$ cat src/hdl/xmt_pkg.sv
// Shared types, constants and helper functions of the XML markup tokenizer.
package xmt_pkg;

  localparam int OFFSET_BITS = 32;
  localparam int MAX_DEPTH   = 255;
  localparam int DEPTH_BITS  = $clog2(MAX_DEPTH + 1);
  localparam int OUT_OFFSET_BITS = 32;
  localparam int OUT_DEPTH_BITS  = 8;

  localparam int RESULTS_MAX = 2;
  localparam int FIFO_DEPTH  = 2 * RESULTS_MAX;
  localparam int PTR_BITS    = $clog2(FIFO_DEPTH);
  localparam int LEVEL_BITS  = $clog2(FIFO_DEPTH + 1);
  localparam int COUNT_BITS  = $clog2(RESULTS_MAX + 1);

  localparam logic [7:0] CH_LT    = 8'h3C;
  localparam logic [7:0] CH_GT    = 8'h3E;
  localparam logic [7:0] CH_SLASH = 8'h2F;
  localparam logic [7:0] CH_QUERY = 8'h3F;
  localparam logic [7:0] CH_BANG  = 8'h21;
  localparam logic [7:0] CH_RSQB  = 8'h5D;

  localparam logic [2:0] CDATA_LAST = 3'd6;

  typedef enum logic [2:0] {
    MODE_TEXT,
    MODE_LT,
    MODE_TAG,
    MODE_BANG,
    MODE_DECL,
    MODE_PI,
    MODE_CLOSE,
    MODE_CDATA
  } scan_mode_t;

  typedef enum logic [2:0] {
    EV_OPEN,
    EV_CLOSE,
    EV_EMPTY,
    EV_DECL,
    EV_PI,
    EV_CDATA,
    EV_END,
    EV_ERR
  } event_kind_t;

  typedef enum logic [1:0] {
    ERR_NONE,
    ERR_UNEXPECTED_END,
    ERR_CLOSE_WITHOUT_OPEN,
    ERR_DEPTH_OVERFLOW
  } error_code_t;

  typedef struct packed {
    event_kind_t                  kind;
    logic [OUT_OFFSET_BITS-1:0]   start_offset;
    logic [OUT_OFFSET_BITS-1:0]   end_offset;
    logic [OUT_DEPTH_BITS-1:0]    depth;
    error_code_t                  err;
    logic                         last;
  } event_t;

  typedef struct packed {
    logic [COUNT_BITS-1:0] count;
    event_t                ev0;
    event_t                ev1;
  } push_t;

  // Characters that follow "<!" in a CDATA section opener.
  function automatic logic [7:0] cdata_char(input logic [2:0] idx);
    logic [7:0] c;
    case (idx)
      3'd0:    c = 8'h5B;
      3'd1:    c = 8'h43;
      3'd2:    c = 8'h44;
      3'd3:    c = 8'h41;
      3'd4:    c = 8'h54;
      3'd5:    c = 8'h41;
      3'd6:    c = 8'h5B;
      default: c = 8'h00;
    endcase
    return c;
  endfunction

  function automatic logic [OUT_OFFSET_BITS-1:0] out_offset(
    input logic [OFFSET_BITS-1:0] v
  );
    return OUT_OFFSET_BITS'(v);
  endfunction

  function automatic logic [OUT_DEPTH_BITS-1:0] sat_depth(
    input logic [DEPTH_BITS-1:0] d
  );
    logic [OUT_DEPTH_BITS-1:0] r;
    if (32'(d) > 32'd255) begin
      r = '1;
    end else begin
      r = OUT_DEPTH_BITS'(d);
    end
    return r;
  endfunction

endpackage

$ cat src/hdl/xml_markup_tokenizer.sv
// Top level of the XML markup tokenizer.
// The input channel takes one document byte per transaction, with is_final on
// the last byte of a document. The output channel gives one markup event per
// transaction: kind, span offsets, nesting depth after the event, error code
// and a flag on the last event caused by a byte.
// A transaction completes on a rising edge where valid is high and stall is low.
// Each accepted byte is held in an input register and decided in the next
// cycle; its events enter a four-entry result queue at the end of that cycle
// and are registered there before they can be taken. One byte is accepted per
// cycle while in_stall is low. in_stall rises when the queue, counting the
// events of the byte being decided, holds more than two events, which happens
// when the receiver stalls or just after a final byte yields two events; the
// queue drains one event per cycle while out_stall is low.
// A final byte reports any open construct as an error, then a document end
// event, and the scanner starts the next document from offset zero.
// Reset clears the scanner state and empties the queue; there is no clearing
// pass and the first byte may be offered in the cycle after reset.
module xml_markup_tokenizer import xmt_pkg::*; (
  input  logic        clk,
  input  logic        rst,
  input  logic        in_valid,
  output logic        in_stall,
  input  logic [7:0]  byte_value,
  input  logic        is_final,
  output logic        out_valid,
  input  logic        out_stall,
  output logic [2:0]  event_kind,
  output logic [31:0] start_offset,
  output logic [31:0] end_offset,
  output logic [7:0]  nest_depth,
  output logic [1:0]  error_code,
  output logic        last_of_run
);

  push_t                 push;
  logic [LEVEL_BITS-1:0] level;
  event_t                head;

  xmt_scan u_scan (
    .clk        (clk),
    .rst        (rst),
    .in_valid   (in_valid),
    .in_stall   (in_stall),
    .byte_value (byte_value),
    .is_final   (is_final),
    .fifo_level (level),
    .push       (push)
  );

  xmt_fifo u_fifo (
    .clk       (clk),
    .rst       (rst),
    .push      (push),
    .level     (level),
    .out_valid (out_valid),
    .out_stall (out_stall),
    .head      (head)
  );

  assign event_kind   = head.kind;
  assign start_offset = head.start_offset;
  assign end_offset   = head.end_offset;
  assign nest_depth   = head.depth;
  assign error_code   = head.err;
  assign last_of_run  = head.last;

endmodule

$ cat src/hdl/xmt_scan.sv
// Input register and per-byte markup scanner producing up to two events per byte.
module xmt_scan import xmt_pkg::*; (
  input  logic                  clk,
  input  logic                  rst,
  input  logic                  in_valid,
  output logic                  in_stall,
  input  logic [7:0]            byte_value,
  input  logic                  is_final,
  input  logic [LEVEL_BITS-1:0] fifo_level,
  output push_t                 push
);

  logic                   stg_valid;
  logic [7:0]             stg_byte;
  logic                   stg_fin;

  scan_mode_t             mode, mode_next, mode_step;
  logic [OFFSET_BITS-1:0] pos, pos_next, end_pos;
  logic [OFFSET_BITS-1:0] mstart, mstart_next, mstart_step;
  logic [DEPTH_BITS-1:0]  depth, depth_next, depth_step;
  logic [2:0]             midx, midx_next;
  logic                   slash, slash_next;

  logic                   accept;
  logic                   is_gt;
  logic                   at_max;
  logic                   cdata_hit;
  logic                   pv;
  event_t                 pev, uev, eev;
  logic                   uv;
  logic [LEVEL_BITS:0]    level_ahead;

  assign level_ahead = {1'b0, fifo_level}
                     + {{(LEVEL_BITS+1-COUNT_BITS){1'b0}}, push.count};
  assign in_stall    = level_ahead > (LEVEL_BITS+1)'(FIFO_DEPTH - RESULTS_MAX);
  assign accept      = in_valid && !in_stall;

  assign end_pos   = pos + OFFSET_BITS'(1);
  assign is_gt     = stg_byte == CH_GT;
  assign at_max    = depth >= DEPTH_BITS'(MAX_DEPTH);
  assign cdata_hit = stg_byte == cdata_char(midx);

  always_ff @(posedge clk) begin
    if (rst) begin
      stg_valid <= 1'b0;
      mode      <= MODE_TEXT;
      pos       <= '0;
      mstart    <= '0;
      depth     <= '0;
      midx      <= '0;
      slash     <= 1'b0;
    end else begin
      stg_valid <= accept;
      mode      <= mode_next;
      pos       <= pos_next;
      mstart    <= mstart_next;
      depth     <= depth_next;
      midx      <= midx_next;
      slash     <= slash_next;
    end
  end

  always_ff @(posedge clk) begin
    if (accept) begin
      stg_byte <= byte_value;
      stg_fin  <= is_final;
    end
  end

  // Next state.
  always_comb begin
    mode_step   = mode;
    mstart_step = mstart;
    depth_step  = depth;
    midx_next   = midx;
    slash_next  = slash;
    pos_next    = pos;
    if (stg_valid) begin
      pos_next = end_pos;
      unique case (mode)
        MODE_TEXT: begin
          if (stg_byte == CH_LT) begin
            mstart_step = pos;
            mode_step   = MODE_LT;
          end
        end
        MODE_LT: begin
          slash_next = 1'b0;
          if (stg_byte == CH_BANG) begin
            mode_step = MODE_BANG;
            midx_next = '0;
          end else if (stg_byte == CH_QUERY) begin
            mode_step = MODE_PI;
          end else if (stg_byte == CH_SLASH) begin
            mode_step = MODE_CLOSE;
          end else if (is_gt) begin
            mode_step = MODE_TEXT;
            if (!at_max) begin
              depth_step = depth + DEPTH_BITS'(1);
            end
          end else begin
            mode_step = MODE_TAG;
          end
        end
        MODE_TAG: begin
          if (is_gt) begin
            if (!slash && !at_max) begin
              depth_step = depth + DEPTH_BITS'(1);
            end
            slash_next = 1'b0;
            mode_step  = MODE_TEXT;
          end else begin
            slash_next = stg_byte == CH_SLASH;
          end
        end
        MODE_BANG: begin
          if (cdata_hit) begin
            if (midx == CDATA_LAST) begin
              midx_next = '0;
              mode_step = MODE_CDATA;
            end else begin
              midx_next = midx + 3'd1;
            end
          end else begin
            midx_next = '0;
            mode_step = is_gt ? MODE_TEXT : MODE_DECL;
          end
        end
        MODE_DECL, MODE_PI: begin
          if (is_gt) begin
            mode_step = MODE_TEXT;
          end
        end
        MODE_CLOSE: begin
          if (is_gt) begin
            if (depth != '0) begin
              depth_step = depth - DEPTH_BITS'(1);
            end
            mode_step = MODE_TEXT;
          end
        end
        MODE_CDATA: begin
          if (stg_byte == CH_RSQB) begin
            midx_next = (midx >= 3'd1) ? 3'd2 : 3'd1;
          end else if (is_gt && midx >= 3'd2) begin
            midx_next = '0;
            mode_step = MODE_TEXT;
          end else begin
            midx_next = '0;
          end
        end
        default: begin
          mode_step = MODE_TEXT;
        end
      endcase
    end

    mode_next   = mode_step;
    mstart_next = mstart_step;
    depth_next  = depth_step;
    if (stg_valid && stg_fin) begin
      mode_next   = MODE_TEXT;
      mstart_next = '0;
      depth_next  = '0;
      midx_next   = '0;
      slash_next  = 1'b0;
      pos_next    = '0;
    end
  end

  // Events.
  always_comb begin
    pv               = 1'b0;
    pev.kind         = EV_OPEN;
    pev.err          = ERR_NONE;
    pev.start_offset = out_offset(mstart);
    pev.end_offset   = out_offset(end_pos);
    pev.depth        = sat_depth(depth_step);
    pev.last         = 1'b0;
    if (stg_valid) begin
      unique case (mode)
        MODE_LT, MODE_TAG: begin
          if (is_gt) begin
            pv = 1'b1;
            if (mode == MODE_TAG && slash) begin
              pev.kind = EV_EMPTY;
            end else if (at_max) begin
              pev.kind = EV_ERR;
              pev.err  = ERR_DEPTH_OVERFLOW;
            end else begin
              pev.kind = EV_OPEN;
            end
          end
        end
        MODE_BANG: begin
          if (!cdata_hit && is_gt) begin
            pv       = 1'b1;
            pev.kind = EV_DECL;
          end
        end
        MODE_DECL: begin
          if (is_gt) begin
            pv       = 1'b1;
            pev.kind = EV_DECL;
          end
        end
        MODE_PI: begin
          if (is_gt) begin
            pv       = 1'b1;
            pev.kind = EV_PI;
          end
        end
        MODE_CLOSE: begin
          if (is_gt) begin
            pv = 1'b1;
            if (depth == '0) begin
              pev.kind = EV_ERR;
              pev.err  = ERR_CLOSE_WITHOUT_OPEN;
            end else begin
              pev.kind = EV_CLOSE;
            end
          end
        end
        MODE_CDATA: begin
          if (is_gt && midx >= 3'd2) begin
            pv       = 1'b1;
            pev.kind = EV_CDATA;
          end
        end
        default: begin
          pv = 1'b0;
        end
      endcase
    end

    uv               = stg_valid && stg_fin && (mode_step != MODE_TEXT);
    uev.kind         = EV_ERR;
    uev.err          = ERR_UNEXPECTED_END;
    uev.start_offset = out_offset(mstart_step);
    uev.end_offset   = out_offset(end_pos);
    uev.depth        = sat_depth(depth_step);
    uev.last         = 1'b0;

    eev.kind         = EV_END;
    eev.err          = ERR_NONE;
    eev.start_offset = '0;
    eev.end_offset   = out_offset(end_pos);
    eev.depth        = sat_depth(depth_step);
    eev.last         = 1'b1;

    push.count = '0;
    push.ev0   = pv ? pev : (uv ? uev : eev);
    push.ev1   = eev;
    if (stg_valid) begin
      if (stg_fin) begin
        push.count = (pv || uv) ? COUNT_BITS'(2) : COUNT_BITS'(1);
      end else if (pv) begin
        push.count   = COUNT_BITS'(1);
        push.ev0.last = 1'b1;
      end
    end
  end

endmodule

$ cat src/hdl/xmt_fifo.sv
// Small result queue that takes up to two events per cycle and delivers one while out_stall is low.
module xmt_fifo import xmt_pkg::*; (
  input  logic                  clk,
  input  logic                  rst,
  input  push_t                 push,
  output logic [LEVEL_BITS-1:0] level,
  output logic                  out_valid,
  input  logic                  out_stall,
  output event_t                head
);

  event_t                mem [FIFO_DEPTH];
  logic [PTR_BITS-1:0]   wp, wp_next;
  logic [PTR_BITS-1:0]   rp, rp_next;
  logic [LEVEL_BITS-1:0] level_next;
  logic                  pop;

  assign out_valid = level != '0;
  assign pop       = out_valid && !out_stall;
  assign head      = mem[rp];

  always_comb begin
    wp_next    = wp + PTR_BITS'(push.count);
    rp_next    = pop ? rp + PTR_BITS'(1) : rp;
    level_next = level + LEVEL_BITS'(push.count) - LEVEL_BITS'(pop);
  end

  always_ff @(posedge clk) begin
    if (rst) begin
      wp    <= '0;
      rp    <= '0;
      level <= '0;
    end else begin
      wp    <= wp_next;
      rp    <= rp_next;
      level <= level_next;
    end
  end

  always_ff @(posedge clk) begin
    if (push.count != '0) begin
      mem[wp] <= push.ev0;
    end
    if (push.count == COUNT_BITS'(2)) begin
      mem[PTR_BITS'(wp + PTR_BITS'(1))] <= push.ev1;
    end
  end

endmodule
$ cat config.mk
export PLATFORM = sky130hd
export DESIGN_NAME = xml_markup_tokenizer
export DESIGN_NICKNAME = d
export VERILOG_FILES = /design/src/hdl/xmt_pkg.sv /design/src/hdl/xml_markup_tokenizer.sv /design/src/hdl/xmt_scan.sv /design/src/hdl/xmt_fifo.sv
export SDC_FILE = /design/constraint.sdc
export NUM_CORES = 1
export LEC_CHECK = 0
export BUFFER_PORTS_ARGS = -buffer_cell sky130_fd_sc_hd__buf_4
export CORE_MARGIN = 8
export CORE_UTILIZATION = 54
export DETAILED_ROUTE_END_ITERATION = 8
export PLACE_DENSITY = 0.84
export SYNTH_ARGS = -nofsm -noshare
export SYNTH_HDL_FRONTEND = slang
export SYNTH_SLANG_ARGS = --single-unit
$ cat constraint.sdc
create_clock -name clk -period 4.6 [get_ports clk]
set_input_delay 0.69 -clock clk [delete_from_list [all_inputs] [get_ports clk]]
set_output_delay 0.69 -clock clk [all_outputs]
set_load 0.1 [all_outputs]
==> results.md <==
- Status: complete, no violations
- Worst Path Max Fanout: 16
- Minimum clock period: 4.28 ns
- Peak VDD IR: 0.375 mV
- Syn Inst Count: 1,867
- Sequential Area: 0.00991 mm2
- Clock buffers created by TritonCTS: 42
- FP Rows: 68
- Top cells by instance count after synthesis: 390 x nor2_1, 241 x dfxtp_1, 188 x a21oi_1
- RSZ-0062 raised after global routing: false
- Worst-Margin Slew: 1.17 ns
- IO Port Bufs: 92
- Die ar.: 0.0414 mm2
- Beginning of the critical path: u_scan.stg_byte[2]
- Overflow after GRT: 0
- CTS Root Cell: clkbuf_16
- Post-Syn Nets: 1,891
- Setup Buffers After CTS: 0
- CTS max path bufs: 3
- Post-synthesis compound-gate area fraction: 15.8%
- WP data required: 3.91 ns
- HP Class: in2reg
- CP Capture Type: output port
- Gpl congestion: 0.889
- Syn_area_per_cell: 10.2 um2
- Area delta synth->final: 12.7%
- Post-synth top area cell: edfxtp_1
- Dpl ws: 0.922 ns
- Filler cells: 2,718
- Total power: 10.0 mW
- Top cell type's share of synthesized area: 26.7%
- WL/cell: 20.2 um
- DR vias: 14,800
- Die Y-Extent: 203 um
- Setup violators final: 0
- Max Fclk: 234 MHz
- Mapped cell area: 0.0190 mm2
- Static Leak: 7.05 nW
- Share of cells above drive strength 1: 16.1%
- Clock sink count: 410
- Worst setup SP type: flip-flop
- Worst reg2reg path startpoint: u_scan.stg_byte[0]
- Asr flop ratio synth: 0%
- EDFF count, synth: 169
- Clock Latency Late Sink: 0.55 ns
- Sequential share of the synthesized area: 52.2%
- Drt total wl: 47,800 um
- CP Cell Sequence: and4b_1 > a211o_1 > o211ai_1 > buf_4 > inv_1 > nor2_1 > ha_1 > fa_1 > a21oi_1 > inv_1 > buf_4
- Antenna violations before repair: 0
- H-tree depth: 2
- CP max stage delay: 0.55 ns
- TritonRoute pass-1 iters: 6
- Initial Util: 54.9%
- Multiplexer share of the synthesized area: 9.36%
- Top area cells in the synthesized netlist: edfxtp_1 27%, dfxtp_1 25%, mux4_2 9.3%
- Synth Area in XOR/XNOR: 3.30%
- Distinct cells, synth: 71
- Synthesis Warnings: 0
- Max-cap violation count: 0
- Iter 0 DRT Violations: 1,480
- Final Hold Viols: 0
- I/O pin count: 93
- Hold wc startpoint: byte_value[3]
- Simple-gate share of the synthesized area: 14.6%
- Largest net degree at the start of global routing: 92
- TNS Setup: 0 ns
- Detail Placement HPWL: 29,600 um
- Most common cell in the synthesized netlist: nor2_1
- Clock slew seen by the registers of the worst setup and hold paths: 0.07 ns
- Vias in the first global route: 14,400
- Buf/Inv on CP: 4
- Max Transition Viols Final: 0
- Post-synthesis adder-cell area fraction: 0.805%
- Antenna Nets Post-Route: 0
- Nets@finish: 1,899
- Top delay family on crit path: compound AO/OA/AOI/OAI gates
- Ratio of final minimum period to clock period: 93.1%
- Post-synthesis register bit count: 410
- Area of the multi-input gates: 0.00840 mm2
- Largest family of logic cells by synthesized area: compound AO/OA/AOI/OAI gates
- DRC viols: 0
- Total core area: 0.0345 mm2
- Post-cts gate resize count: 0
- Slew margin rel.: 22.0%
- Most used DFF post-synth: dfxtp_1
- Vias/cell: 6.26
- Global-route wire length before repair: 76,100 um
- Slowest CP cell: edfxtp_1
- CTS tree: built
- Setup ws final: 0.319 ns
- Die Wd: 203 um
- Cell Pwr Density: 470 mW/mm2
- Worst clock skew: 0.0219 ns
- Hold-fix buffers at CTS: 0
- Total Routing Usage GR: 22.4%
- Final Cell Area: 0.0214 mm2
- Arrival time worst endpoint: 3.59 ns
- Setup CP Type: reg2out
- # diodes: 0
- Placed inst area: 0.0199 mm2
## final timing paths
path	end	slack, ns	depth (start not counted)
max	in_stall	0.32	11
min	u_scan.stg_byte[3]	0.32	1
max reg2reg	u_fifo.mem[1][58]	0.85	8
min reg2reg	u_scan.mstart[24]	0.45	2
## layer usage
| layer | GRT usage (%) | share of wire [%] | up-vias |
|---|---|---|---|
| met5 | 0 | 0 | - |
| met4 | 7.15 | 2.4 | 0 |
| met3 | 3.71 | 7.8 | 88 |
| met2 | 37.4 | 48 | 691 |
| met1 | 29.7 | 41 | 7266 |
| li1 | - | - | 6753 |
## area by class of cell
cell class	instances	share of cell area [%]
flip-flops and latches	410	46.3
multi-input cells	1272	39.3
clock buffers	57	5.79
repair buffers	128	4.61
well taps	455	2.66
clock inverters	20	0.971
inverters	21	0.369
## cell families (layout without fill, tap and decap cells)
group,after synthesis,count (layout)
simple gates,651,651
flops,410,410
buf+inv,185,226
compound gates,460,460
mux,80,80
xor+xnor,70,70
fa+ha+maj,11,11
## registers in the layout, summed over array words and instances, names as in the netlist, 2 cells and up, named ones only
register / count
u_fifo.rp: 2
u_scan.midx: 3
u_fifo.level: 3
u_fifo.wp: 2
u_scan.mstart: 32
u_scan.mode: 3
u_scan.depth: 8
u_scan.pos: 32
u_fifo.mem: 312
u_scan.stg_byte: 8
## stage by stage
stage	std cells	utilization (%)	hold slack (ns)
6_report	2363	61.9	0.318
5_1_grt	2363	61.9	0.303
4_1_cts	2363	61.9	0.296
3_5_place_dp	2286	57.7	0.448
3_3_place_gp	2286	57.7	0.439
2_1_floorplan	1867	-	0.427
## cells in the final DEF (no fill, tap or decap), drive strengths merged, types with 35 or more instances in the layout
cell and n:
nand2 128, a211oi 139, nor2 390, a21oi 189
dfxtp 241, xor2 39, clkbuf 57, a21boi 35
mux4 78, edfxtp 169, buf 128
## report_power, final
group	internal, mW	total (mW)	switching [mW]
registers	3.92	4.13	0.211
logic	0.653	2.41	1.75
clock network	2.07	3.51	1.44
total	6.64	10.0	3.40
(Power assumes the default switching activity.)
